### config.mk
export PLATFORM = sky130hd
export DESIGN_NAME = battery_voltage_gauge_top_flat
export DESIGN_NICKNAME = d
export VERILOG_FILES = /design/src/bvg_pkg.sv /design/src/bvg_intf.sv /design/src/bvg_div.sv /design/src/bvg_seq.sv /design/src/bvg_dp.sv /design/src/battery_voltage_gauge_top.sv /design/src/flat_wrapper.sv
export SDC_FILE = /design/constraint.sdc
export NUM_CORES = 1
export LEC_CHECK = 0
export ABC_AREA = 1
export BUFFER_PORTS_ARGS = -buffer_cell sky130_fd_sc_hd__buf_4
export CAP_MARGIN = 15
export CORE_UTILIZATION = 35
export CTS_CLUSTER_SIZE = 28
export DETAILED_ROUTE_END_ITERATION = 7
export HOLD_SLACK_MARGIN = 0.06
export SLEW_MARGIN = 10
export SYNTH_ARGS = -nofsm -noshare
export SYNTH_HDL_FRONTEND = slang
export SYNTH_HIERARCHICAL = 1
export SYNTH_SLANG_ARGS = --single-unit
export TNS_END_PERCENT = 20
### constraint.sdc
create_clock -name clk_i -period 15.1 [get_ports clk_i]
set_input_delay 3.02 -clock clk_i [delete_from_list [all_inputs] [get_ports clk_i]]
set_output_delay 3.02 -clock clk_i [all_outputs]
set_load 0.02 [all_outputs]
### src/bvg_pkg.sv
// Package: constants, discharge curve, microcode types for the battery voltage gauge.
package bvg_pkg;

  localparam int SAMPLES_PER_UPDATE = 8;
  localparam int ADC_BITS           = 12;

  localparam int PIN_FULL_MV = 3100;
  localparam int SCALE_W     = 12;
  localparam int ADC_FULL    = (1 << ADC_BITS) - 1;
  localparam int PIN_MV_W    = (ADC_BITS > SCALE_W) ? ADC_BITS : SCALE_W;
  localparam int PROD_W      = ADC_BITS + SCALE_W;
  localparam int QE_W        = SCALE_W + 1;

  localparam int CNT_W       = $clog2(SAMPLES_PER_UPDATE + 1);
  localparam int SUM_W       = PIN_MV_W + CNT_W;
  localparam int DEN_W       = 9;
  localparam int DIV_STEP_W  = $clog2(SUM_W + 1);

  localparam int RATIO_W     = 3;
  localparam int MV_W        = 14;
  localparam int MV_MAX      = (1 << MV_W) - 1;
  localparam int MEAS_W      = SUM_W + RATIO_W;
  localparam int PCT_W       = 7;

  localparam int CFG_IDX_W   = 1;
  localparam int CFG_DATA_W  = RATIO_W;
  localparam logic [CFG_IDX_W-1:0] CFG_RAW_MODE      = CFG_IDX_W'(0);
  localparam logic [CFG_IDX_W-1:0] CFG_DIVIDER_RATIO = CFG_IDX_W'(1);
  localparam logic [RATIO_W-1:0]   RATIO_RESET       = RATIO_W'(2);

  localparam int CURVE_POINTS = 13;
  localparam int SEG_W        = 4;

  typedef logic [MV_W-1:0]  mv_t;
  typedef logic [PCT_W-1:0] pct_t;

  localparam mv_t CURVE_MV [CURVE_POINTS] = '{
    14'd4200, 14'd4100, 14'd4000, 14'd3900, 14'd3800, 14'd3750, 14'd3700,
    14'd3650, 14'd3600, 14'd3500, 14'd3400, 14'd3300, 14'd3000
  };
  localparam pct_t CURVE_PCT [CURVE_POINTS] = '{
    7'd100, 7'd92, 7'd84, 7'd74, 7'd62, 7'd54, 7'd44,
    7'd32, 7'd22, 7'd12, 7'd6, 7'd2, 7'd0
  };

  function automatic mv_t curve_mv(input logic [SEG_W-1:0] idx);
    mv_t v;
    v = '0;
    if (idx < SEG_W'(CURVE_POINTS)) begin
      v = CURVE_MV[idx];
    end
    return v;
  endfunction

  function automatic pct_t curve_pct(input logic [SEG_W-1:0] idx);
    pct_t v;
    v = '0;
    if (idx < SEG_W'(CURVE_POINTS)) begin
      v = CURVE_PCT[idx];
    end
    return v;
  endfunction

  // microcode
  localparam int PC_W = 4;

  typedef enum logic [3:0] {
    OP_NONE,
    OP_LATCH,
    OP_SCALE,
    OP_ACCUM,
    OP_DIV_AVG,
    OP_MEAS,
    OP_SMOOTH,
    OP_SEG,
    OP_DIV_PCT,
    OP_PCT,
    OP_EMIT
  } op_e;

  typedef enum logic [2:0] {
    C_NEVER,
    C_BEAT,
    C_NOT_LAST,
    C_NO_VALID,
    C_DIV_DONE,
    C_TRIVIAL,
    C_OUT_FREE
  } cond_e;

  typedef struct packed {
    logic            in_rdy;
    logic            hold;
    op_e             op;
    cond_e           cond;
    logic [PC_W-1:0] tgt;
  } ctl_t;

  typedef struct packed {
    logic beat;
    logic last;
    logic no_valid;
    logic div_done;
    logic trivial;
    logic out_free;
  } sts_t;

  localparam logic [PC_W-1:0] ST_WAIT     = PC_W'(0);
  localparam logic [PC_W-1:0] ST_SCALE    = PC_W'(1);
  localparam logic [PC_W-1:0] ST_ACCUM    = PC_W'(2);
  localparam logic [PC_W-1:0] ST_CHECK    = PC_W'(3);
  localparam logic [PC_W-1:0] ST_AVG      = PC_W'(4);
  localparam logic [PC_W-1:0] ST_AVG_WAIT = PC_W'(5);
  localparam logic [PC_W-1:0] ST_MEAS     = PC_W'(6);
  localparam logic [PC_W-1:0] ST_SMOOTH   = PC_W'(7);
  localparam logic [PC_W-1:0] ST_SEG      = PC_W'(8);
  localparam logic [PC_W-1:0] ST_PCT_DIV  = PC_W'(9);
  localparam logic [PC_W-1:0] ST_PCT_WAIT = PC_W'(10);
  localparam logic [PC_W-1:0] ST_PCT      = PC_W'(11);
  localparam logic [PC_W-1:0] ST_EMIT     = PC_W'(12);

endpackage

### src/bvg_intf.sv
// Channel interfaces: reading input and gauge result output.
interface bvg_in_if;
  logic                          valid;
  logic                          ready;
  logic [bvg_pkg::ADC_BITS-1:0]  reading;
  logic                          reading_ok;
  logic                          charge_pin;

  modport source(output valid, reading, reading_ok, charge_pin, input ready);
  modport sink(input valid, reading, reading_ok, charge_pin, output ready);
endinterface

interface bvg_out_if;
  logic                       valid;
  logic                       ready;
  logic [bvg_pkg::MV_W-1:0]   battery_mv;
  logic [bvg_pkg::PCT_W-1:0]  percent;
  logic                       percent_valid;
  logic                       charging;
  logic                       updated;

  modport source(output valid, battery_mv, percent, percent_valid, charging, updated,
                 input ready);
  modport sink(input valid, battery_mv, percent, percent_valid, charging, updated,
               output ready);
endinterface

### src/bvg_div.sv
// Restoring divider, one quotient bit per cycle.
module bvg_div (
  input  logic                        clk_i,
  input  logic                        rst_ni,
  input  logic                        start_i,
  input  logic [bvg_pkg::SUM_W-1:0]   num_i,
  input  logic [bvg_pkg::DEN_W-1:0]   den_i,
  output logic [bvg_pkg::SUM_W-1:0]   quot_o,
  output logic                        done_o
);

  logic [bvg_pkg::DIV_STEP_W-1:0] step_q, step_d;
  logic [bvg_pkg::SUM_W-1:0]      quo_q;
  logic [bvg_pkg::DEN_W-1:0]      rem_q;
  logic [bvg_pkg::DEN_W-1:0]      den_q;
  logic [bvg_pkg::DEN_W:0]        trial;
  logic [bvg_pkg::DEN_W:0]        diff;
  logic                           fit;
  logic                           busy;

  assign busy  = (step_q != '0);
  assign trial = {rem_q, quo_q[bvg_pkg::SUM_W-1]};
  assign diff  = trial - {1'b0, den_q};
  assign fit   = (trial >= {1'b0, den_q});

  always_comb begin
    step_d = step_q;
    if (start_i) begin
      step_d = bvg_pkg::DIV_STEP_W'(bvg_pkg::SUM_W);
    end else if (busy) begin
      step_d = step_q - 1'b1;
    end
  end

  always_ff @(posedge clk_i or negedge rst_ni) begin
    if (!rst_ni) begin
      step_q <= '0;
    end else begin
      step_q <= step_d;
    end
  end

  always_ff @(posedge clk_i) begin
    if (start_i) begin
      quo_q <= num_i;
      rem_q <= '0;
      den_q <= den_i;
    end else if (busy) begin
      rem_q <= fit ? diff[bvg_pkg::DEN_W-1:0] : trial[bvg_pkg::DEN_W-1:0];
      quo_q <= {quo_q[bvg_pkg::SUM_W-2:0], fit};
    end
  end

  assign quot_o = quo_q;
  assign done_o = !busy;

endmodule

### src/bvg_seq.sv
// Microcode sequencer: step counter, control ROM, conditional jumps.
module bvg_seq (
  input  logic           clk_i,
  input  logic           rst_ni,
  input  bvg_pkg::sts_t  sts_i,
  output bvg_pkg::ctl_t  ctl_o
);

  logic [bvg_pkg::PC_W-1:0] pc_q, pc_d;
  bvg_pkg::ctl_t            word;
  logic                     take;

  function automatic bvg_pkg::ctl_t cw(input logic in_rdy, input logic hold,
                                       input bvg_pkg::op_e op, input bvg_pkg::cond_e cond,
                                       input logic [bvg_pkg::PC_W-1:0] tgt);
    bvg_pkg::ctl_t w;
    w.in_rdy = in_rdy;
    w.hold   = hold;
    w.op     = op;
    w.cond   = cond;
    w.tgt    = tgt;
    return w;
  endfunction

  function automatic bvg_pkg::ctl_t rom(input logic [bvg_pkg::PC_W-1:0] pc);
    bvg_pkg::ctl_t w;
    unique case (pc)
      bvg_pkg::ST_WAIT:
        w = cw(1'b1, 1'b1, bvg_pkg::OP_LATCH, bvg_pkg::C_BEAT, bvg_pkg::ST_SCALE);
      bvg_pkg::ST_SCALE:
        w = cw(1'b0, 1'b0, bvg_pkg::OP_SCALE, bvg_pkg::C_NEVER, bvg_pkg::ST_WAIT);
      bvg_pkg::ST_ACCUM:
        w = cw(1'b0, 1'b0, bvg_pkg::OP_ACCUM, bvg_pkg::C_NOT_LAST, bvg_pkg::ST_WAIT);
      bvg_pkg::ST_CHECK:
        w = cw(1'b0, 1'b0, bvg_pkg::OP_NONE, bvg_pkg::C_NO_VALID, bvg_pkg::ST_SEG);
      bvg_pkg::ST_AVG:
        w = cw(1'b0, 1'b0, bvg_pkg::OP_DIV_AVG, bvg_pkg::C_NEVER, bvg_pkg::ST_WAIT);
      bvg_pkg::ST_AVG_WAIT:
        w = cw(1'b0, 1'b1, bvg_pkg::OP_NONE, bvg_pkg::C_DIV_DONE, bvg_pkg::ST_MEAS);
      bvg_pkg::ST_MEAS:
        w = cw(1'b0, 1'b0, bvg_pkg::OP_MEAS, bvg_pkg::C_NEVER, bvg_pkg::ST_WAIT);
      bvg_pkg::ST_SMOOTH:
        w = cw(1'b0, 1'b0, bvg_pkg::OP_SMOOTH, bvg_pkg::C_NEVER, bvg_pkg::ST_WAIT);
      bvg_pkg::ST_SEG:
        w = cw(1'b0, 1'b0, bvg_pkg::OP_SEG, bvg_pkg::C_TRIVIAL, bvg_pkg::ST_EMIT);
      bvg_pkg::ST_PCT_DIV:
        w = cw(1'b0, 1'b0, bvg_pkg::OP_DIV_PCT, bvg_pkg::C_NEVER, bvg_pkg::ST_WAIT);
      bvg_pkg::ST_PCT_WAIT:
        w = cw(1'b0, 1'b1, bvg_pkg::OP_NONE, bvg_pkg::C_DIV_DONE, bvg_pkg::ST_PCT);
      bvg_pkg::ST_PCT:
        w = cw(1'b0, 1'b0, bvg_pkg::OP_PCT, bvg_pkg::C_NEVER, bvg_pkg::ST_WAIT);
      bvg_pkg::ST_EMIT:
        w = cw(1'b0, 1'b1, bvg_pkg::OP_EMIT, bvg_pkg::C_OUT_FREE, bvg_pkg::ST_WAIT);
      default:
        w = cw(1'b0, 1'b0, bvg_pkg::OP_NONE, bvg_pkg::C_BEAT, bvg_pkg::ST_WAIT);
    endcase
    if (pc > bvg_pkg::ST_EMIT) begin
      w.cond = bvg_pkg::C_NEVER;
      w.tgt  = bvg_pkg::ST_WAIT;
    end
    return w;
  endfunction

  assign word  = rom(pc_q);
  assign ctl_o = word;

  always_comb begin
    unique case (word.cond)
      bvg_pkg::C_NEVER:    take = 1'b0;
      bvg_pkg::C_BEAT:     take = sts_i.beat;
      bvg_pkg::C_NOT_LAST: take = !sts_i.last;
      bvg_pkg::C_NO_VALID: take = sts_i.no_valid;
      bvg_pkg::C_DIV_DONE: take = sts_i.div_done;
      bvg_pkg::C_TRIVIAL:  take = sts_i.trivial;
      bvg_pkg::C_OUT_FREE: take = sts_i.out_free;
      default:             take = 1'b0;
    endcase
  end

  always_comb begin
    priority if (take) begin
      pc_d = word.tgt;
    end else if (word.hold) begin
      pc_d = pc_q;
    end else if (pc_q >= bvg_pkg::ST_EMIT) begin
      pc_d = bvg_pkg::ST_WAIT;
    end else begin
      pc_d = pc_q + 1'b1;
    end
  end

  always_ff @(posedge clk_i or negedge rst_ni) begin
    if (!rst_ni) begin
      pc_q <= bvg_pkg::ST_WAIT;
    end else begin
      pc_q <= pc_d;
    end
  end

endmodule

### src/bvg_dp.sv
// Datapath: reading scaling, burst accumulation, smoothing, curve lookup, result register.
module bvg_dp (
  input  logic                              clk_i,
  input  logic                              rst_ni,
  input  bvg_pkg::ctl_t                     ctl_i,
  output bvg_pkg::sts_t                     sts_o,
  bvg_in_if.sink                            in_i,
  bvg_out_if.source                         out_o,
  input  logic                              cfg_we_i,
  input  logic [bvg_pkg::CFG_IDX_W-1:0]     cfg_idx_i,
  input  logic [bvg_pkg::CFG_DATA_W-1:0]    cfg_data_i
);

  localparam int RW = bvg_pkg::PROD_W + 1;

  // config
  logic                          raw_q;
  logic [bvg_pkg::RATIO_W-1:0]   ratio_q;

  // item
  logic [bvg_pkg::ADC_BITS-1:0]  reading_q;
  logic                          ok_q;
  logic                          pin_q;
  logic [bvg_pkg::PROD_W-1:0]    prod_q;

  // burst / gauge state
  logic [bvg_pkg::SUM_W-1:0]     sum_q;
  logic [bvg_pkg::CNT_W-1:0]     cnt_q;
  logic [bvg_pkg::CNT_W-1:0]     idx_q;
  bvg_pkg::mv_t                  smooth_q;
  logic                          chg_q;
  logic                          upd_q;
  bvg_pkg::mv_t                  meas_q;
  logic [bvg_pkg::SUM_W-1:0]     num_q;
  logic [bvg_pkg::DEN_W-1:0]     den_q;
  bvg_pkg::pct_t                 base_q;
  bvg_pkg::pct_t                 pct_q;

  // result register
  logic                          out_valid_q;
  bvg_pkg::mv_t                  out_mv_q;
  bvg_pkg::pct_t                 out_pct_q;
  logic                          out_pv_q;
  logic                          out_chg_q;
  logic                          out_upd_q;

  logic                          beat;
  logic                          last;
  logic                          out_free;
  logic                          do_emit;

  logic [bvg_pkg::QE_W-1:0]      qe;
  logic [RW-1:0]                 rem;
  logic [bvg_pkg::QE_W-1:0]      q_fix;
  logic [bvg_pkg::PIN_MV_W-1:0]  pin_mv;

  logic [bvg_pkg::MEAS_W-1:0]    meas_full;
  bvg_pkg::mv_t                  meas_sat;
  logic [bvg_pkg::MV_W+1:0]      blend;
  bvg_pkg::mv_t                  smooth_d;

  logic [bvg_pkg::SEG_W-1:0]     seg;
  logic [bvg_pkg::SEG_W-1:0]     seg_lo;
  bvg_pkg::mv_t                  lo_mv;
  bvg_pkg::mv_t                  dv;
  bvg_pkg::pct_t                 dp;
  bvg_pkg::mv_t                  off;
  logic                          is_top;
  logic                          trivial;

  logic                          div_start;
  logic [bvg_pkg::SUM_W-1:0]     div_num;
  logic [bvg_pkg::DEN_W-1:0]     div_den;
  logic [bvg_pkg::SUM_W-1:0]     div_quot;
  logic                          div_done;

  assign in_i.ready = ctl_i.in_rdy;
  assign beat       = in_i.valid && ctl_i.in_rdy;
  assign last       = (idx_q == bvg_pkg::CNT_W'(bvg_pkg::SAMPLES_PER_UPDATE - 1));
  assign out_free   = !out_valid_q || out_o.ready;
  assign do_emit    = (ctl_i.op == bvg_pkg::OP_EMIT) && out_free;

  // reading * 3100 / ADC_FULL: series estimate, then up to two corrections
  always_comb begin
    qe    = bvg_pkg::QE_W'((RW'(prod_q) + RW'(prod_q >> bvg_pkg::ADC_BITS))
                           >> bvg_pkg::ADC_BITS);
    rem   = RW'(prod_q) + RW'(qe) - (RW'(qe) << bvg_pkg::ADC_BITS);
    q_fix = qe + bvg_pkg::QE_W'(rem >= RW'(bvg_pkg::ADC_FULL))
               + bvg_pkg::QE_W'(rem >= RW'(2 * bvg_pkg::ADC_FULL));
    pin_mv = raw_q ? bvg_pkg::PIN_MV_W'(q_fix) : bvg_pkg::PIN_MV_W'(reading_q);
  end

  always_comb begin
    meas_full = bvg_pkg::MEAS_W'(div_quot) * bvg_pkg::MEAS_W'(ratio_q);
    meas_sat  = (meas_full > bvg_pkg::MEAS_W'(bvg_pkg::MV_MAX))
              ? bvg_pkg::mv_t'(bvg_pkg::MV_MAX) : meas_full[bvg_pkg::MV_W-1:0];
    blend     = ({2'b00, smooth_q} << 1) + {2'b00, smooth_q} + {2'b00, meas_q};
    smooth_d  = (smooth_q == '0) ? meas_q : blend[bvg_pkg::MV_W+1:2];
  end

  // curve segment: highest point index whose voltage is at or above the sample
  always_comb begin
    seg = '0;
    for (int j = 1; j < bvg_pkg::CURVE_POINTS; j++) begin
      if (smooth_q <= bvg_pkg::CURVE_MV[j]) begin
        seg = bvg_pkg::SEG_W'(j);
      end
    end
    seg_lo  = seg + 1'b1;
    lo_mv   = bvg_pkg::curve_mv(seg_lo);
    dv      = bvg_pkg::curve_mv(seg) - lo_mv;
    dp      = bvg_pkg::curve_pct(seg) - bvg_pkg::curve_pct(seg_lo);
    off     = smooth_q - lo_mv;
    is_top  = (smooth_q >= bvg_pkg::CURVE_MV[0]);
    trivial = (smooth_q == '0) || is_top
           || (smooth_q <= bvg_pkg::CURVE_MV[bvg_pkg::CURVE_POINTS-1]);
  end

  always_comb begin
    div_start = (ctl_i.op == bvg_pkg::OP_DIV_AVG) || (ctl_i.op == bvg_pkg::OP_DIV_PCT);
    if (ctl_i.op == bvg_pkg::OP_DIV_AVG) begin
      div_num = sum_q;
      div_den = bvg_pkg::DEN_W'(cnt_q);
    end else begin
      div_num = num_q;
      div_den = den_q;
    end
  end

  bvg_div u_div (
    .clk_i   (clk_i),
    .rst_ni  (rst_ni),
    .start_i (div_start),
    .num_i   (div_num),
    .den_i   (div_den),
    .quot_o  (div_quot),
    .done_o  (div_done)
  );

  assign sts_o.beat     = beat;
  assign sts_o.last     = last;
  assign sts_o.no_valid = (cnt_q == '0);
  assign sts_o.div_done = div_done;
  assign sts_o.trivial  = trivial;
  assign sts_o.out_free = out_free;

  always_ff @(posedge clk_i or negedge rst_ni) begin
    if (!rst_ni) begin
      raw_q   <= 1'b0;
      ratio_q <= bvg_pkg::RATIO_RESET;
    end else if (cfg_we_i) begin
      unique case (cfg_idx_i)
        bvg_pkg::CFG_RAW_MODE:      raw_q   <= cfg_data_i[0];
        bvg_pkg::CFG_DIVIDER_RATIO: ratio_q <= cfg_data_i;
        default: ;
      endcase
    end
  end

  always_ff @(posedge clk_i or negedge rst_ni) begin
    if (!rst_ni) begin
      sum_q       <= '0;
      cnt_q       <= '0;
      idx_q       <= '0;
      smooth_q    <= '0;
      chg_q       <= 1'b0;
      upd_q       <= 1'b0;
      out_valid_q <= 1'b0;
    end else begin
      if (ctl_i.op == bvg_pkg::OP_ACCUM) begin
        if (ok_q) begin
          sum_q <= sum_q + bvg_pkg::SUM_W'(pin_mv);
          cnt_q <= cnt_q + 1'b1;
        end
        idx_q <= last ? '0 : idx_q + 1'b1;
      end
      if (ctl_i.op == bvg_pkg::OP_SMOOTH) begin
        smooth_q <= smooth_d;
        chg_q    <= !pin_q;
        upd_q    <= 1'b1;
      end
      if (do_emit) begin
        sum_q <= '0;
        cnt_q <= '0;
        upd_q <= 1'b0;
      end
      if (do_emit) begin
        out_valid_q <= 1'b1;
      end else if (out_o.ready) begin
        out_valid_q <= 1'b0;
      end
    end
  end

  always_ff @(posedge clk_i) begin
    unique case (ctl_i.op)
      bvg_pkg::OP_LATCH: begin
        if (beat) begin
          reading_q <= in_i.reading;
          ok_q      <= in_i.reading_ok;
          pin_q     <= in_i.charge_pin;
        end
      end
      bvg_pkg::OP_SCALE: begin
        prod_q <= bvg_pkg::PROD_W'(reading_q) * bvg_pkg::PROD_W'(bvg_pkg::PIN_FULL_MV);
      end
      bvg_pkg::OP_MEAS: begin
        meas_q <= meas_sat;
      end
      bvg_pkg::OP_SEG: begin
        num_q  <= bvg_pkg::SUM_W'(off[bvg_pkg::DEN_W-1:0] * dp);
        den_q  <= dv[bvg_pkg::DEN_W-1:0];
        base_q <= bvg_pkg::curve_pct(seg_lo);
        pct_q  <= is_top ? bvg_pkg::CURVE_PCT[0] : '0;
      end
      bvg_pkg::OP_PCT: begin
        pct_q <= base_q + div_quot[bvg_pkg::PCT_W-1:0];
      end
      default: ;
    endcase
    if (do_emit) begin
      out_mv_q  <= smooth_q;
      out_pct_q <= (smooth_q == '0) ? '0 : pct_q;
      out_pv_q  <= (smooth_q != '0);
      out_chg_q <= chg_q;
      out_upd_q <= upd_q;
    end
  end

  assign out_o.valid         = out_valid_q;
  assign out_o.battery_mv    = out_mv_q;
  assign out_o.percent       = out_pct_q;
  assign out_o.percent_valid = out_pv_q;
  assign out_o.charging      = out_chg_q;
  assign out_o.updated       = out_upd_q;

endmodule

### src/battery_voltage_gauge_top.sv
// Top level of the battery voltage gauge.
// Readings come in bursts of eight; a reading beat runs through the latch, scale and
// accumulate steps, and only the last beat of a burst yields a result. Burst end runs
// through a microcoded step program that uses one 16-step restoring divider up to
// twice, once for the average and once for the curve interpolation; the average
// divide is skipped when no reading was valid, and the interpolation divide when the
// voltage is zero or at or outside the curve ends. The result register frees the
// input side as soon as it is loaded; a new result waits only while the previous
// one has not been taken.
module battery_voltage_gauge_top (
  input  logic                              clk_i,
  input  logic                              rst_ni,
  bvg_in_if.sink                            in_i,
  bvg_out_if.source                         out_o,
  input  logic                              cfg_we_i,
  input  logic [bvg_pkg::CFG_IDX_W-1:0]     cfg_idx_i,
  input  logic [bvg_pkg::CFG_DATA_W-1:0]    cfg_data_i
);

  bvg_pkg::ctl_t ctl;
  bvg_pkg::sts_t sts;

  bvg_seq u_seq (
    .clk_i  (clk_i),
    .rst_ni (rst_ni),
    .sts_i  (sts),
    .ctl_o  (ctl)
  );

  bvg_dp u_dp (
    .clk_i      (clk_i),
    .rst_ni     (rst_ni),
    .ctl_i      (ctl),
    .sts_o      (sts),
    .in_i       (in_i),
    .out_o      (out_o),
    .cfg_we_i   (cfg_we_i),
    .cfg_idx_i  (cfg_idx_i),
    .cfg_data_i (cfg_data_i)
  );

endmodule
### src/flat_wrapper.sv
// flat-port wrapper written by rule: the top's interface ports become plain ports
module battery_voltage_gauge_top_flat 
  (clk_i, rst_ni, cfg_we_i, cfg_idx_i, cfg_data_i, in_i_valid, in_i_reading, in_i_reading_ok, in_i_charge_pin, in_i_ready, out_o_valid, out_o_battery_mv, out_o_percent, out_o_percent_valid, out_o_charging, out_o_updated, out_o_ready);
  bvg_in_if in_i_i ();
  bvg_out_if out_o_i ();
  input  logic clk_i;
  input  logic rst_ni;
  input  logic cfg_we_i;
  input  logic [bvg_pkg::CFG_IDX_W-1:0] cfg_idx_i;
  input  logic [bvg_pkg::CFG_DATA_W-1:0] cfg_data_i;
  input wire logic [$bits(in_i_i.valid)-1:0] in_i_valid;
  input wire logic [$bits(in_i_i.reading)-1:0] in_i_reading;
  input wire logic [$bits(in_i_i.reading_ok)-1:0] in_i_reading_ok;
  input wire logic [$bits(in_i_i.charge_pin)-1:0] in_i_charge_pin;
  output wire logic [$bits(in_i_i.ready)-1:0] in_i_ready;
  output wire logic [$bits(out_o_i.valid)-1:0] out_o_valid;
  output wire logic [$bits(out_o_i.battery_mv)-1:0] out_o_battery_mv;
  output wire logic [$bits(out_o_i.percent)-1:0] out_o_percent;
  output wire logic [$bits(out_o_i.percent_valid)-1:0] out_o_percent_valid;
  output wire logic [$bits(out_o_i.charging)-1:0] out_o_charging;
  output wire logic [$bits(out_o_i.updated)-1:0] out_o_updated;
  input wire logic [$bits(out_o_i.ready)-1:0] out_o_ready;
  assign in_i_i.valid = in_i_valid;
  assign in_i_i.reading = in_i_reading;
  assign in_i_i.reading_ok = in_i_reading_ok;
  assign in_i_i.charge_pin = in_i_charge_pin;
  assign in_i_ready = in_i_i.ready;
  assign out_o_valid = out_o_i.valid;
  assign out_o_battery_mv = out_o_i.battery_mv;
  assign out_o_percent = out_o_i.percent;
  assign out_o_percent_valid = out_o_i.percent_valid;
  assign out_o_charging = out_o_i.charging;
  assign out_o_updated = out_o_i.updated;
  assign out_o_i.ready = out_o_ready;
  battery_voltage_gauge_top u_core (.clk_i(clk_i), .rst_ni(rst_ni), .in_i(in_i_i), .out_o(out_o_i), .cfg_we_i(cfg_we_i), .cfg_idx_i(cfg_idx_i), .cfg_data_i(cfg_data_i));
endmodule
==> impl_results.md, run 1 <==
* Status: finished clean
* Clk_skew at ~0.015 ns
* Total negative slack at 0 ns
* Slew margin rel. at about 24%
* RSZ-0062 raised after global routing: false
* Routed Antenna Nets at 0
* Crit Path Max Fanout at 11
* ANT cells at 0
* Clock sinks at roughly 200
* Max Clk Rate at 105 MHz
* Mapped Avg Cell Area at roughly 8.0 µm²
* CP max stage delay at a little under 0.7 ns
* Fin nets at approximately 3000
* Largest net degree at the start of global routing at 55
* Detailed Route WL at ~53000 µm
* Worst path required time at between 15 and 20 ns
* Setup CP Type: reg -> reg
* Post-CTS Setup Inserts at 0
* Final slew viol count at 0
* CTS Hold Bufs at 0
* Clk Latency, worst-skew pair at between 0.4 and 0.5 ns
* CP arrival at 9.79 ns
* DRC viols at 0
* Layout area overhead at 8.81%
* DR iter-0 viols at around 1300
* CP max stage cell: dfrtp_1
* R2r setup slk at around 5.6 ns
* Rows at 87
* Share of cells above drive strength 1 at ~7%
* CTS clock-pin slew for the worst setup and hold paths at approximately 0.080 ns
* Clock Tree Root: clkbuf_16
* I/O pin count at between 40 and 50
* Initial DRT Pass Iterations at 6
* Die Ht at 243 µm
* Most common cell on crit path: nand2_1
* Placer Congestion at 0.885
* Post-route cell area at between 20000 and 25000 µm²
* DP Wirelength at between 40000 and 50000 µm
* IO buf count at 48
* H-tree depth at 4
* Tightest Pin Transition at between 1 and 1.5 ns
* Core Area at between 50000 and 60000 µm²
* Die width at 243 µm
* Period minus WS final at approximately 9.5 ns
* Initial antenna violation count at 1
* First-pass GRT wire length at slightly below 90000 µm
* Vias per inst at slightly below 5
* CTS tree: built
* Synthesized cell area at a little over 20000 µm²
* Final setup fails at 0
* Crit start category: flop
* Total CTS buffers at 17
* CTS max path bufs at 2
* GR Overflow Total at 0
* Vias at around 17000
* Worst Hold Class: reg -> reg
* Vias in the first global route at 16700
* Tot GR Track Use at 18.4%
* Period Utilization, post-route at approximately 63%
* Worst hold slack at approximately 0.44 ns
* Initial Utilization at 35.7%
* Avg WL per Cell at between 15 and 20 µm
* Setup crit end kind: flop
* Endpoints failing hold at 0
* Post-Syn Instances at around 2600
* Net Count, Synth at 2961
* Yosys Warn Count at 6
* Die area at between 50000 and 60000 µm²
* CTS resizes at 0
* Dpl cell area at 21500 µm²
* Max-Cap Viols at 0
[worst max-delay path, delay by kind of cell (launching register included)]
| kind | cells | cell delay (ns) |
|---|---|---|
| flops | 1 | 0.68 |
| buf+inv | 6 | 0.80 |
| xor+xnor | 2 | 0.23 |
| simple gates | 23 | 2.13 |
| fa+ha+maj | 9 | 3.49 |
| compound gates | 11 | 1.92 |
[path summary, 6_finish.rpt]
check / cells after the start / start / endpoint
hold reg to reg: 1 / u_core/u_dp/pin_q / u_core/u_dp/chg_q
setup / recovery: 51 / u_core/u_dp/smooth_q[3] / u_core/u_dp/num_q[15]
setup reg to reg: 51 / u_core/u_dp/smooth_q[3] / u_core/u_dp/num_q[15]
hold / removal: 1 / u_core/u_dp/pin_q / u_core/u_dp/chg_q
min in group asynchronous: 1 / rst_ni / u_core/u_seq/pc_q[2]
max in group asynchronous: 1 / rst_ni / u_core/u_dp/sum_q[7]
[state kept, by name, summed over array words and instances, names as in the netlist, 3 cells and up]
name                          flops
u_core/u_dp/base_q                6
u_core/u_dp/cnt_q                 4
u_core/u_dp/den_q                 8
u_core/u_dp/idx_q                 4
u_core/u_dp/meas_q               14
u_core/u_dp/num_q                15
u_core/u_dp/out_o.battery_mv     14
u_core/u_dp/out_o.percent         7
u_core/u_dp/pct_q                 7
u_core/u_dp/prod_q               22
u_core/u_dp/ratio_q               3
u_core/u_dp/reading_q            12
u_core/u_dp/smooth_q             14
u_core/u_dp/sum_q                16
u_core/u_dp/u_div/den_q           9
u_core/u_dp/u_div/quot_o         16
u_core/u_dp/u_div/rem_q           9
u_core/u_dp/u_div/step_q          5
u_core/u_seq/pc_q                 4
[metrics by stage]
stage / utilization (%) / instances / setup WS (ns)
finish: 38.9 / 3358 / 5.55
global route: 38.9 / 3358 / 4.71
global placement: 37.8 / 3325 / 5.75
detailed placement: 37.8 / 3325 / 5.64
floorplan: - / 2552 / 6.62
CTS: 38.8 / 3357 / 5.56
[layout make-up]
| type | instances | area, µm² |
|---|---|---|
| well taps | 756 | 946 |
| inverters | 462 | 1740 |
| multi-input cells | 1854 | 12800 |
| clock inverters | 15 | 186 |
| fillers | 5783 | 34800 |
| clock buffers | 17 | 425 |
| flip-flops and latches | 198 | 5590 |
| repair buffers | 56 | 420 |
[cells in the final DEF, fill, tap and decap left out, types with 4 or more instances in the layout]
cell type,n
nand3_2,4
nor2_4,7
o22ai_1,19
dfxtp_1,9
clkinv_1,4
o21a_1,4
clkinv_8,5
nor2_2,11
clkbuf_16,17
a31oi_1,5
o21bai_1,9
o21ai_0,149
buf_4,56
o21ai_1,7
inv_1,446
nand3b_1,6
fa_1,82
nor2_1,216
nand2_4,11
inv_2,10
a21o_1,4
dfrtp_1,53
nor4_1,5
a21oi_1,156
nand3_1,100
edfxtp_1,135
xnor2_1,39
nand2_2,18
nor3_1,19
or2_2,7
xor2_1,65
o211ai_1,6
nand4_1,27
o31ai_1,4
nand2_1,524
ha_1,304
[metal layers]
| metal | track usage (%) | share of wire [%] | wire length (µm) | vias up |
|---|---|---|---|---|
| li1 | - | - | - | 8337 |
| met1 | 25.1 | 48 | 25400 | 7904 |
| met5 | 0 | 0 | 0 | - |
| met2 | 30.1 | 46 | 24300 | 364 |
| met3 | 2.26 | 4.0 | 2110 | 61 |
| met4 | 5.79 | 2.3 | 1210 | 0 |
Power of run 1 is left out: the tool's default activity adds up to more than one toggle a clock period on the data nets, which glitch-free logic cannot reach.
==> run 2: changes to the inputs <==
Clock period 15.1 ns to 9.7 ns, I/O delays scaled along.
==> impl_results.md, run 2 (synthesized netlist as in run 1, its figures left out) <==
* Reg with most FFs: u_core/u_dp/prod_q
* Dpl cell area at 21600 µm²
* Worst path required time at just under 10 ns
* Worst hold endpoint: u_core/u_dp/chg_q
* Clk_skew at about 0.014 ns
* Core Area at around 57000 µm²
* Period Utilization, post-route at 91.2%
* Vias in the first global route at 16600
* Max-Cap Viols at 0
* Worst setup path start: u_core/u_dp/smooth_q[10]
* Status: finished clean
* Clock sinks at ~200
* Endpoints failing hold at 0
* Tot GR Track Use at a little under a fifth
* Worst hold slack at between 0.4 and 0.5 ns
* Min-Delay Startpoint: u_core/u_dp/pin_q
* Die width at 243 µm
* Final setup fails at 0
* Max Clk Rate at ~110 MHz
* First-pass GRT wire length at roughly 86000 µm
* CTS Hold Bufs at 0
* Commonest non-fill, non-tap cells in the layout: 524 x nand2_1, 446 x inv_1, 304 x ha_1
* CP arrival at ~9 ns
* CTS clock-pin slew for the worst setup and hold paths at roughly 0.08 ns
* H-tree depth at 4
* FF-to-FF Start: u_core/u_dp/smooth_q[10]
* CTS max path bufs at 2
* Clk Latency, worst-skew pair at roughly 0.50 ns
* Vias per inst at ~4.9
* Largest net degree at the start of global routing at 55
* RSZ-0062 raised after global routing: false
* Filler Cell Count at slightly below 6000
* Post-route cell area at around 22000 µm²
* Layout area overhead at 9.23%
* Clock Tree Root: clkbuf_16
* Rows at a little under 90
* Reg2reg end: u_core/u_dp/num_q[15]
* Die Ht at around 240 µm
* Initial antenna violation count at 0
* Period minus WS final at between 8 and 9 ns
* Slew margin rel. at between 20% and 30%
* ANT cells at 0
* Crit start category: flop
* Hold path depth at 1
* Die area at ~60000 µm²
* Routed Antenna Nets at 0
* Total CTS buffers at 17
* Avg WL per Cell at about 15 µm
* Max reg flops at 22
* IO buf count at between 40 and 50
* DP Wirelength at roughly 42000 µm
* Crit Path Max Fanout at 8
* Fin nets at between 3000 and 4000
* Final setup margin at between 0.8 and 0.9 ns
* Share of cells above drive strength 1 at under 10%
* Placer Congestion at slightly below 0.9
* R2r setup slk at ~0.86 ns
* CP max stage delay at approximately 0.57 ns
* Total negative slack at 0 ns
* Worst Hold Class: reg -> reg
* Vias at around 16000
* DRC viols at 0
* CP max stage cell: dfrtp_1
* Final slew viol count at 0
* Post-Place Setup Slack at between 0.5 and 0.6 ns
* Initial Utilization at between 30% and 40%
* CTS tree: built
* Setup crit end kind: flop
* Detailed Route WL at 52000 µm
* Most common cell after layout, fill and taps aside: nand2_1
* FF-to-FF path depth at roughly 50
* GR Overflow Total at 0
* I/O pin count at between 40 and 50
* Most common cell on crit path: nand2_1
* Tightest Pin Transition at 1.05 ns
* Initial DRT Pass Iterations at 6
* DR iter-0 viols at between 1000 and 1500
* Setup CP Type: reg -> reg
==> run 2: worst max-delay path by stage <==
stage                                 end  slack (ns)  cells past startpoint
floorplan           u_core/u_dp/num_q[15]        1.22                     50
finish              u_core/u_dp/num_q[15]        0.86                     51
global placement    u_core/u_dp/num_q[15]        0.73                     48
CTS                 u_core/u_dp/num_q[15]        0.51                     48
global route        u_core/u_dp/num_q[15]        0.08                     49
detailed placement  u_core/u_dp/num_q[15]        0.56                     48
==> run 2: final cells by class <==
class                   count  area [µm²]  share of cell area (%)
clock buffers              17         425                    1.92
clock inverters            15         199                   0.896
inverters                 462        1740                    7.83
multi-input cells        1854       12800                    57.8
flip-flops and latches    198        5590                    25.2
well taps                 756         946                    4.26
repair buffers             64         480                    2.16
==> run 2: critical path: cells and delay by family, from the launching register on <==
kind                       cells  cell delay (ns)
adders and majority gates      9             3.39
and+or+nand+nor               23             2.10
buffers and inverters          6             0.54
xor gates and xnor gates       2             0.23
DFF                            1             0.57
AOI/OAI and AO/OA             11             1.75
==> run 2: timing repair <==
item,4_1_cts,5_1_grt
endpoints found under the setup margin,0,2
resized for setup,0,5
setup buffers,0,0
==> run 2: metal layers <==
metal	vias up	GRT usage, %	routed length, µm
li1	8359	-	-
met1	7705	24.2	24300
met3	62	3.15	2170
met5	-	0	0
met4	0	5.81	1230
met2	326	30.1	24300
==> run 2: stage by stage <==
step / std cells / util (%)
2_1_floorplan: 2552 / -
3_3_place_gp: 3333 / 37.9
3_5_place_dp: 3333 / 37.9
5_1_grt: 3366 / 39.0
4_1_cts: 3365 / 39.0
6_report: 3366 / 39.0
Power of run 2 is left out for the same reason.
